--- src/design/psets_pkg.sv ---
`timescale 1ns / 1ps
// ----------------------------------------------------------------------------
// psets_pkg
// Shared widths, register indexes and reset values for the per-second
// epoch and transmit-slot timer.
// ----------------------------------------------------------------------------
package psets_pkg;

  // Input field widths
  localparam int unsigned MinutesW = 6;
  localparam int unsigned SecondsW = 6;

  // Configuration register widths
  localparam int unsigned TxSlotW       = 4;
  localparam int unsigned SamplePeriodW = 8;
  localparam int unsigned SessionDelayW = 8;
  localparam int unsigned CalPeriodW    = 10;
  localparam int unsigned CalOnTimeW    = 8;
  localparam int unsigned CfgDataW      = 10;
  localparam int unsigned CfgIndexW     = 3;

  // State widths
  localparam int unsigned SampleCountW = 8;
  localparam int unsigned WindowCountW = 16;
  localparam int unsigned EpochCountW  = 11;

  // Minute arithmetic for the slot bounds (15 * 5 + 4 fits in 7 bits)
  localparam int unsigned MinuteCalcW = 7;
  localparam logic [MinuteCalcW-1:0] SlotMinutes  = 7'd5;
  localparam logic [TxSlotW-1:0]     LastSlot     = 4'd11;
  localparam logic [SecondsW-1:0]    HalfMinute   = 6'd30;

  // Reset values of the configuration registers
  localparam logic [TxSlotW-1:0]       TxSlotReset       = 4'd0;
  localparam logic [SamplePeriodW-1:0] SamplePeriodReset = 8'd200;
  localparam logic [SessionDelayW-1:0] SessionDelayReset = 8'd5;
  localparam logic [CalPeriodW-1:0]    CalPeriodReset    = 10'd54;
  localparam logic [CalOnTimeW-1:0]    CalOnTimeReset    = 8'd3;

  // Configuration register indexes
  typedef enum logic [CfgIndexW-1:0] {
    REG_TX_SLOT       = 3'd0,
    REG_SAMPLE_PERIOD = 3'd1,
    REG_SESSION_DELAY = 3'd2,
    REG_CAL_PERIOD    = 3'd3,
    REG_CAL_ON_TIME   = 3'd4
  } reg_index_t;

endpackage

--- src/design/psets_if.sv ---
`timescale 1ns / 1ps
// ----------------------------------------------------------------------------
// psets_tick_if / psets_result_if
// Valid/ready channels for the one-second tick request and its result.
// ----------------------------------------------------------------------------
interface psets_tick_if;
  import psets_pkg::*;

  logic                valid;
  logic                ready;
  logic [MinutesW-1:0] minutes;
  logic [SecondsW-1:0] seconds;
  logic                modem_idle;

  modport source (output valid, minutes, seconds, modem_idle, input ready);
  modport sink   (input valid, minutes, seconds, modem_idle, output ready);
endinterface

interface psets_result_if;
  logic valid;
  logic ready;
  logic sample_epoch;
  logic modem_power_up;
  logic session_start;
  logic modem_power_down;
  logic cal_start;
  logic cal_end;

  modport source (output valid, sample_epoch, modem_power_up, session_start,
                  modem_power_down, cal_start, cal_end, input ready);
  modport sink   (input valid, sample_epoch, modem_power_up, session_start,
                  modem_power_down, cal_start, cal_end, output ready);
endinterface

--- src/design/per_second_epoch_and_tx_slot_timer_unit.sv ---
`timescale 1ns / 1ps
// ----------------------------------------------------------------------------
// per_second_epoch_and_tx_slot_timer_unit
// Once-per-second run-mode timer: sample epochs, modem window control and
// the self-calibration cycle.
// ----------------------------------------------------------------------------
// Usage:
//   tick   : one request per second carrying minutes, seconds and the modem
//            idle flag. Accepted when tick.valid and tick.ready are high.
//   result : one request per tick with six event flags, valid/ready.
//   wr_*   : register writes (index 0 tx_slot, 1 epoch_period,
//            2 session_delay, 3 cal_period, 4 cal_on_time), taken on any
//            edge with wr_en high; write only while the block is idle.
// The state counters and the result register update at the edge that accepts
// a tick, so the flags appear on the next cycle.
// Throughput is one tick per cycle; the single result register is the only
// buffer, and tick.ready follows result.ready combinationally when the
// register is full. When the receiver stalls, the result is held and a new
// tick is taken only in the cycle that the held result leaves.
// Reset clears all counters and state flags, loads the register defaults and
// empties the result register; tick.ready is low during reset.
// ----------------------------------------------------------------------------
module per_second_epoch_and_tx_slot_timer_unit (
  input  logic                          clk,
  input  logic                          rst,
  input  logic                          wr_en,
  input  logic [psets_pkg::CfgIndexW-1:0] wr_index,
  input  logic [psets_pkg::CfgDataW-1:0]  wr_data,
  psets_tick_if.sink                    tick,
  psets_result_if.source                result
);
  import psets_pkg::*;

  // Configuration registers
  logic [TxSlotW-1:0]       tx_slot;
  logic [SamplePeriodW-1:0] epoch_period;
  logic [SessionDelayW-1:0] session_delay;
  logic [CalPeriodW-1:0]    cal_period;
  logic [CalOnTimeW-1:0]    cal_on_time;

  // Timer state
  logic [SampleCountW-1:0] sample_count, sample_count_next;
  logic [WindowCountW-1:0] window_tick_count, window_tick_count_next;
  logic                    comms_active, comms_active_next;
  logic [EpochCountW-1:0]  epoch_count, epoch_count_next;
  logic                    in_calibration, in_calibration_next;

  // Event flags for the tick being accepted
  logic epoch, pwr_up, sess, pwr_dn, c_start, c_end;

  logic tick_fire;

  // Intermediate values
  logic [SampleCountW-1:0] sample_inc;
  logic [EpochCountW-1:0]  epoch_after;
  logic [WindowCountW-1:0] window_base;
  logic [MinuteCalcW-1:0]  slot_first, slot_last, mins_ext;
  logic                    slot_ok, in_slot, out_slot;
  logic [EpochCountW-1:0]  cal_stop;

  // Handshake: take a tick whenever the result register is free or leaving
  assign tick.ready = !rst && (!result.valid || result.ready);
  assign tick_fire  = tick.valid && tick.ready;

  // Configuration writes
  always_ff @(posedge clk) begin
    if (rst) begin
      tx_slot       <= TxSlotReset;
      epoch_period  <= SamplePeriodReset;
      session_delay <= SessionDelayReset;
      cal_period    <= CalPeriodReset;
      cal_on_time   <= CalOnTimeReset;
    end else if (wr_en) begin
      case (reg_index_t'(wr_index))
        REG_TX_SLOT:       tx_slot       <= wr_data[TxSlotW-1:0];
        REG_SAMPLE_PERIOD: epoch_period  <= wr_data[SamplePeriodW-1:0];
        REG_SESSION_DELAY: session_delay <= wr_data[SessionDelayW-1:0];
        REG_CAL_PERIOD:    cal_period    <= wr_data[CalPeriodW-1:0];
        REG_CAL_ON_TIME:   cal_on_time   <= wr_data[CalOnTimeW-1:0];
        default: ;
      endcase
    end
  end

  // Sample epoch counter
  always_comb begin
    sample_inc = sample_count + 1'b1;
    epoch      = (sample_inc >= epoch_period);
    sample_count_next = epoch ? '0 : sample_inc;
    epoch_after = epoch ? epoch_count + 1'b1 : epoch_count;
  end

  // Slot bounds: minutes 5*tx_slot .. 5*tx_slot+4
  always_comb begin
    slot_ok    = (tx_slot <= LastSlot);
    slot_first = MinuteCalcW'(tx_slot) * SlotMinutes;
    slot_last  = slot_first + (SlotMinutes - 1'b1);
    mins_ext   = MinuteCalcW'(tick.minutes);
    in_slot    = slot_ok && (mins_ext >= slot_first) && (mins_ext <= slot_last);
    out_slot   = slot_ok && ((mins_ext >= slot_last) || (mins_ext < slot_first));
  end

  // Modem window control
  always_comb begin
    comms_active_next      = comms_active;
    window_tick_count_next = window_tick_count;
    window_base            = window_tick_count;
    pwr_up = 1'b0;
    sess   = 1'b0;
    pwr_dn = 1'b0;
    if (tick.seconds <= HalfMinute) begin
      if (in_slot) begin
        if (!comms_active) begin
          comms_active_next = 1'b1;
          if (tick.modem_idle) begin
            pwr_up      = 1'b1;
            window_base = '0;
          end
        end
        sess = (window_base == WindowCountW'(session_delay));
        window_tick_count_next = window_base + 1'b1;
      end
    end else if (out_slot) begin
      pwr_dn            = 1'b1;
      comms_active_next = 1'b0;
    end
  end

  // Self-calibration cycle
  always_comb begin
    cal_stop            = EpochCountW'(cal_period) + EpochCountW'(cal_on_time);
    epoch_count_next    = epoch_after;
    in_calibration_next = in_calibration;
    c_start = 1'b0;
    c_end   = 1'b0;
    if (epoch_after >= EpochCountW'(cal_period)) begin
      if (!in_calibration) begin
        c_start             = 1'b1;
        in_calibration_next = 1'b1;
      end else if (epoch_after >= cal_stop) begin
        c_end               = 1'b1;
        in_calibration_next = 1'b0;
        epoch_count_next    = '0;
      end
    end
  end

  // State registers, updated once per accepted tick
  always_ff @(posedge clk) begin
    if (rst) begin
      sample_count      <= '0;
      window_tick_count <= '0;
      comms_active      <= 1'b0;
      epoch_count       <= '0;
      in_calibration    <= 1'b0;
    end else if (tick_fire) begin
      sample_count      <= sample_count_next;
      window_tick_count <= window_tick_count_next;
      comms_active      <= comms_active_next;
      epoch_count       <= epoch_count_next;
      in_calibration    <= in_calibration_next;
    end
  end

  // Result register valid flag
  always_ff @(posedge clk) begin
    if (rst) begin
      result.valid <= 1'b0;
    end else if (tick_fire) begin
      result.valid <= 1'b1;
    end else if (result.ready) begin
      result.valid <= 1'b0;
    end
  end

  // Result payload
  always_ff @(posedge clk) begin
    if (tick_fire) begin
      result.sample_epoch     <= epoch;
      result.modem_power_up   <= pwr_up;
      result.session_start    <= sess;
      result.modem_power_down <= pwr_dn;
      result.cal_start        <= c_start;
      result.cal_end          <= c_end;
    end
  end

  // Power-up and power-down come from opposite halves of the minute.
  assert property (@(posedge clk) disable iff (rst)
    result.valid |-> !(result.modem_power_up && result.modem_power_down))
    else $error("modem power up and down in the same result");

  // Calibration cannot start and end on the same tick.
  assert property (@(posedge clk) disable iff (rst)
    result.valid |-> !(result.cal_start && result.cal_end))
    else $error("calibration start and end in the same result");

  // Entering calibration is always reported by a start flag.
  assert property (@(posedge clk) disable iff (rst)
    $rose(in_calibration) |-> (result.valid && result.cal_start))
    else $error("calibration entered without a start flag");

  // A session start only happens inside an open window.
  assert property (@(posedge clk) disable iff (rst)
    ($past(tick_fire) && result.session_start) |-> comms_active)
    else $error("session start outside the transmit window");

  // An epoch clears the sample counter.
  assert property (@(posedge clk) disable iff (rst)
    ($past(tick_fire) && result.sample_epoch) |-> (sample_count == '0))
    else $error("sample counter not cleared on epoch");

endmodule

--- src/flat_wrapper.sv ---
// flat-port wrapper written by rule: the top's interface ports become plain ports
module per_second_epoch_and_tx_slot_timer_unit_flat import psets_pkg::*;
  (clk, rst, wr_en, wr_index, wr_data, tick_valid, tick_minutes, tick_seconds, tick_modem_idle, tick_ready, result_valid, result_sample_epoch, result_modem_power_up, result_session_start, result_modem_power_down, result_cal_start, result_cal_end, result_ready);
  psets_tick_if tick_i ();
  psets_result_if result_i ();
  input  logic clk;
  input  logic rst;
  input  logic wr_en;
  input  logic [psets_pkg::CfgIndexW-1:0] wr_index;
  input  logic [psets_pkg::CfgDataW-1:0] wr_data;
  input wire logic [$bits(tick_i.valid)-1:0] tick_valid;
  input wire logic [$bits(tick_i.minutes)-1:0] tick_minutes;
  input wire logic [$bits(tick_i.seconds)-1:0] tick_seconds;
  input wire logic [$bits(tick_i.modem_idle)-1:0] tick_modem_idle;
  output wire logic [$bits(tick_i.ready)-1:0] tick_ready;
  output wire logic [$bits(result_i.valid)-1:0] result_valid;
  output wire logic [$bits(result_i.sample_epoch)-1:0] result_sample_epoch;
  output wire logic [$bits(result_i.modem_power_up)-1:0] result_modem_power_up;
  output wire logic [$bits(result_i.session_start)-1:0] result_session_start;
  output wire logic [$bits(result_i.modem_power_down)-1:0] result_modem_power_down;
  output wire logic [$bits(result_i.cal_start)-1:0] result_cal_start;
  output wire logic [$bits(result_i.cal_end)-1:0] result_cal_end;
  input wire logic [$bits(result_i.ready)-1:0] result_ready;
  assign tick_i.valid = tick_valid;
  assign tick_i.minutes = tick_minutes;
  assign tick_i.seconds = tick_seconds;
  assign tick_i.modem_idle = tick_modem_idle;
  assign tick_ready = tick_i.ready;
  assign result_valid = result_i.valid;
  assign result_sample_epoch = result_i.sample_epoch;
  assign result_modem_power_up = result_i.modem_power_up;
  assign result_session_start = result_i.session_start;
  assign result_modem_power_down = result_i.modem_power_down;
  assign result_cal_start = result_i.cal_start;
  assign result_cal_end = result_i.cal_end;
  assign result_i.ready = result_ready;
  per_second_epoch_and_tx_slot_timer_unit u_core (.clk(clk), .rst(rst), .wr_en(wr_en), .wr_index(wr_index), .wr_data(wr_data), .tick(tick_i), .result(result_i));
endmodule
--- config.mk ---
export PLATFORM = sky130hd
export DESIGN_NAME = per_second_epoch_and_tx_slot_timer_unit_flat
export DESIGN_NICKNAME = d
export VERILOG_FILES = /design/src/design/psets_pkg.sv /design/src/design/psets_if.sv /design/src/design/per_second_epoch_and_tx_slot_timer_unit.sv /design/src/flat_wrapper.sv
export SDC_FILE = /design/constraint.sdc
export NUM_CORES = 1
export LEC_CHECK = 0
export BUFFER_PORTS_ARGS = -buffer_cell sky130_fd_sc_hd__clkbuf_2
export CAP_MARGIN = 20
export CELL_PAD_IN_SITES_DETAIL_PLACEMENT = 0
export CELL_PAD_IN_SITES_GLOBAL_PLACEMENT = 1
export CORE_MARGIN = 2
export CORE_UTILIZATION = 32
export CTS_CLUSTER_DIAMETER = 60
export CTS_CLUSTER_SIZE = 40
export DETAILED_ROUTE_END_ITERATION = 10
export PLACE_DENSITY = 0.65
export SLEW_MARGIN = 10
export SYNTH_ARGS = -nofsm -noshare
export SYNTH_HDL_FRONTEND = slang
export SYNTH_SLANG_ARGS = --single-unit
--- constraint.sdc ---
create_clock -name clk -period 5.7 [get_ports clk]
set_input_delay 0.57 -clock clk [delete_from_list [all_inputs] [get_ports clk]]
set_output_delay 0.57 -clock clk [all_outputs]
set_load 0.03 [all_outputs]
==> impl_metrics.py <==
metrics = {
    "run_status": {
        "run_status": "completed",
    },
    "synthesis": {
        "mappedNetlistNets": 725,
        "synthesis_warnings": 0,
        "synth_top_family_by_area": "simple AND/OR/NAND/NOR gates",
        "yosys-mux-area-fraction": 0.02731,
        "synth-edff-count": 6,
        "synthXorXnorAreaFrac": 0.06036,
        "synth.ff_latch_count": 82,
        "dominantRegCellSynth": "sky130_fd_sc_hd__dfxtp_1",
        "synth_compound_gate_area_share": 0.1710,
        "synth_adder_area_share": 0.1317,
        "mapped_area_um2": 5224,
        "synth_async_sr_flop_share": 0,
        "synthDistinctLibCells": 61,
        "post_synthesis_mean_instance_area_um2": 8.149,
        "yosysSeqAreaShare": 0.3257,
        "synth-simple-area-share": 0.2278,
        "synthesis.instances": 641,
    },
    "layout": {
        "fin_nets": 750,
        "antenna-diode-count": 0,
        "layout.filler_cells": 1679,
        "layout.cell_area.non_filler_um2": 5838,
        "drive_above_1_share": 0.1088,
        "final_cell_mix": "sky130_fd_sc_hd__nand2_1 (76), sky130_fd_sc_hd__dfxtp_1 (76), sky130_fd_sc_hd__nor2_1 (68)",
        "area_delta_synth_final_pct": 11.76,
    },
    "placed_design": {
        "pre_cts_ws_ns": 0.5282,
        "quantity_of_i_o_buffers_inserted_on_ports": 38,
        "dpl.hpwl_um": 9641,
        "gpl.final_weighted_congestion": 0.8898,
        "postPlaceCellArea_um2": 5549,
    },
    "floorplanning": {
        "std_cell_rows": 46,
        "die_w_um": 131.8,
        "start_util": 0.3277,
        "floorplan.core_area_um2": 15940,
        "design.portCount": 39,
        "die_area_um2": 17360,
        "die_height_um": 131.8,
    },
    "clock_tree": {
        "cts_tree": "done",
        "cts_buffers": 9,
        "clkSinkCount": 82,
        "htree_levels": 3,
        "postCtsSetupBuffers": 0,
        "post_cts_hold_buffer_count": 0,
        "ctsLongestPathBuffers": 2,
        "worstSkewPairLatency_ns": 0.34,
        "cts_resized": 0,
        "clk_root_buffer_cell": "sky130_fd_sc_hd__clkbuf_16",
        "worst_setup_hold_path_clk_slew_ns": 0.06,
    },
    "power": {
        "power.clock.fraction": 0.424,
        "seq_power_share": 0.462,
        "ir_drop_mv": 0.1421,
        "power.static_leakage_nw": 2.405,
        "combinational_power_share": 0.113,
        "switchingPower_uw": 342.0,
        "internal_power_uw": 970.2,
        "p_per_area_nw_per_um2": 224.8,
        "p_sw_frac": 0.2606,
    },
    "drt": {
        "drt-pass1-iter-count": 5,
        "drt-vias-per-instance": 5.110,
        "drt_first_iter_violations": 285,
        "number_of_antenna_violating_nets_in_the_routed_design": 0,
        "vias": 4533,
        "drc": 0,
        "post_drt_wl_per_cell_um": 14.90,
        "drt_wl_total_um": 13220,
    },
    "sta": {
        "worst-slew-pin-transition_ns": 0.9356,
        "max_transition_margin": 0.3756,
        "slew_viol_final": 0,
        "grt_setup_unrepaired": "no",
        "finalClockSkew_ns": 0.007459,
        "fin_setup_tns_ns": 0,
        "achievable-frequency_mhz": 213.7,
        "finalSetupViolCount": 0,
        "layout_setup_ws_ns": 1.021,
        "period_minus_slack_ns": 4.679,
        "count_of_endpoints_failing_hold_in_the_final_timing_report": 0,
        "post-route-period-util": 0.8208,
    },
    "global_route": {
        "globalRouteTotalUtil": 0.1568,
        "antenna_violations_before_repair": 0,
        "grt_pass1_wl_um": 21920,
        "grt_start_max_net_pins": 58,
        "globalRouteOverflowTotal": 0,
        "grt_pass1_vias": 4337,
    },
    "setup_path": {
        "path_max_fanout": 6,
        "cp_data_arrival_time_ns": 4.91,
        "crit_type": "reg -> reg",
        "worstSetupStartpointType": "flip-flop",
        "worst_setup_path_end_kind": "flip-flop",
        "crit_required_ns": 5.93,
    },
    "run": {
        "cap_viol_max_count": 0,
    },
    "min_path": {
        "hp-class": "in -> reg",
    },
}
==> path summary, 6_finish.rpt <==
kind                                from                     end  slack, ns  cells after the start
setup reg to reg  u_core.sample_count[2]   u_core.epoch_count[6]       1.02                     18
hold reg to reg   u_core.epoch_period[4]  u_core.epoch_period[4]       0.46                      2
hold / removal                wr_data[9]    u_core.cal_period[9]       0.44                      3
setup / recovery  u_core.sample_count[2]   u_core.epoch_count[6]       1.02                     18
==> cells by family after synthesis <==
group / Yosys count
and+or+nand+nor: 247
AOI/OAI and AO/OA: 143
DFF: 82
buffers and inverters: 65
adders and majority gates: 54
xor gates and xnor gates: 36
muxes: 14
==> per-layer routing <==
layer  GRT usage  share of wire  vias up  wire length [um]
met5           0              0        -                 0
met4     0.04952          0.016        0               211
met3     0.03768          0.039       18               522
met2      0.2586           0.47       83              6205
met1      0.2027           0.48     2120              6279
li1            -              -     2312                 -
==> worst max-delay path, cell delays in order (launching register included) <==
cell,delay [ns]
sky130_fd_sc_hd__dfxtp_1,0.41
sky130_fd_sc_hd__and3_1,0.26
sky130_fd_sc_hd__and3_1,0.24
sky130_fd_sc_hd__nand3_1,0.11
sky130_fd_sc_hd__xnor2_1,0.15
sky130_fd_sc_hd__ha_1,0.32
sky130_fd_sc_hd__nand2_1,0.06
sky130_fd_sc_hd__o21ai_0,0.27
sky130_fd_sc_hd__o21bai_1,0.30
sky130_fd_sc_hd__and4_1,0.32
sky130_fd_sc_hd__and3_1,0.30
sky130_fd_sc_hd__xor2_1,0.24
sky130_fd_sc_hd__ha_1,0.21
sky130_fd_sc_hd__nor2_1,0.05
sky130_fd_sc_hd__a31o_2,0.24
sky130_fd_sc_hd__maj3_1,0.36
sky130_fd_sc_hd__o21ai_2,0.22
sky130_fd_sc_hd__nand2_1,0.19
sky130_fd_sc_hd__a211o_1,0.31
==> Yosys cell counts, types with 3 or more instances <==
master                     number  share of area
sky130_fd_sc_hd__o21ai_0       25          0.024
sky130_fd_sc_hd__nand4_1       10          0.012
sky130_fd_sc_hd__a31oi_1        9          0.011
sky130_fd_sc_hd__nor2b_1        9          0.011
sky130_fd_sc_hd__o211ai_1       7          0.010
sky130_fd_sc_hd__nor4_1         3         0.0036
sky130_fd_sc_hd__nand2_1       76          0.055
sky130_fd_sc_hd__a21oi_1       55          0.053
sky130_fd_sc_hd__mux2i_1       12          0.023
sky130_fd_sc_hd__clkbuf_8       4          0.011
sky130_fd_sc_hd__inv_1         38          0.027
sky130_fd_sc_hd__clkbuf_1      20          0.014
sky130_fd_sc_hd__a211oi_1       3         0.0043
sky130_fd_sc_hd__a21o_1         8          0.011
sky130_fd_sc_hd__xnor2_1       21          0.035
sky130_fd_sc_hd__nand3_1       28          0.027
sky130_fd_sc_hd__nor3_1         5         0.0048
sky130_fd_sc_hd__and3_1        18          0.022
sky130_fd_sc_hd__nand2b_1       7         0.0084
sky130_fd_sc_hd__dfxtp_1       76           0.29
sky130_fd_sc_hd__xor2_1        15          0.025
sky130_fd_sc_hd__o32ai_1        8          0.013
sky130_fd_sc_hd__or3_1          3         0.0036
sky130_fd_sc_hd__ha_1          51           0.12
sky130_fd_sc_hd__edfxtp_1       6          0.034
sky130_fd_sc_hd__nor2_1        68          0.049
sky130_fd_sc_hd__o21a_1         6         0.0086
sky130_fd_sc_hd__nand3b_1       3         0.0043
sky130_fd_sc_hd__or4_1          3         0.0043
sky130_fd_sc_hd__o21bai_1       4         0.0057
sky130_fd_sc_hd__a31o_2         6          0.010
==> power by group through the flow <==
| stage | clock [mW] | sequential [mW] | combinational, mW |
|---|---|---|---|
| global placement | 0 | 0.619 | 0.147 |
| detailed placement | 0 | 0.619 | 0.149 |
| CTS | 0.576 | 0.606 | 0.150 |
| global route | 0.600 | 0.609 | 0.168 |
| finish | 0.557 | 0.607 | 0.149 |
| floorplan | 0 | 0.619 | 0.104 |
==> registers in the layout, indices dropped and copies added, names as in the netlist <==
| signal | flops |
|---|---|
| u_core.cal_period | 10 |
| u_core.cal_on_time | 8 |
| u_core.session_delay | 8 |
| u_core.result.cal_end | 1 |
| u_core.result.cal_start | 1 |
| u_core.in_calibration | 1 |
| u_core.result.modem_power_down | 1 |
| u_core.epoch_period | 8 |
| u_core.result.session_start | 1 |
| u_core.result.sample_epoch | 1 |
| u_core.result.valid | 1 |
| u_core.result.modem_power_up | 1 |
| u_core.comms_active | 1 |
| u_core.sample_count | 8 |
| u_core.window_tick_count | 16 |
| u_core.tx_slot | 4 |
| u_core.epoch_count | 11 |
==> cell type report <==
type / instances / area (um2) / area share
clock inverter: 5 / 27.53 / 0.004715
sequential: 82 / 1702 / 0.2915
inverter: 38 / 142.6 / 0.02443
clock buffer: 11 / 254.0 / 0.04351
timing repair buffer: 41 / 212.7 / 0.03643
tap: 216 / 270.3 / 0.04629
multi-input combinational: 494 / 3229 / 0.5532
==> per-stage QoR <==
step	total power, mW	hold slack, ns	utilization	cells
finish	1.312	0.4442	0.3662	887
global route	1.376	0.4367	0.3662	887
CTS	1.332	0.4320	0.3657	886
detailed placement	0.7679	0.4530	0.3481	870
global placement	0.7658	0.4497	0.3481	870
floorplan	0.7229	0.4363	-	641
(Power assumes the default switching activity.)
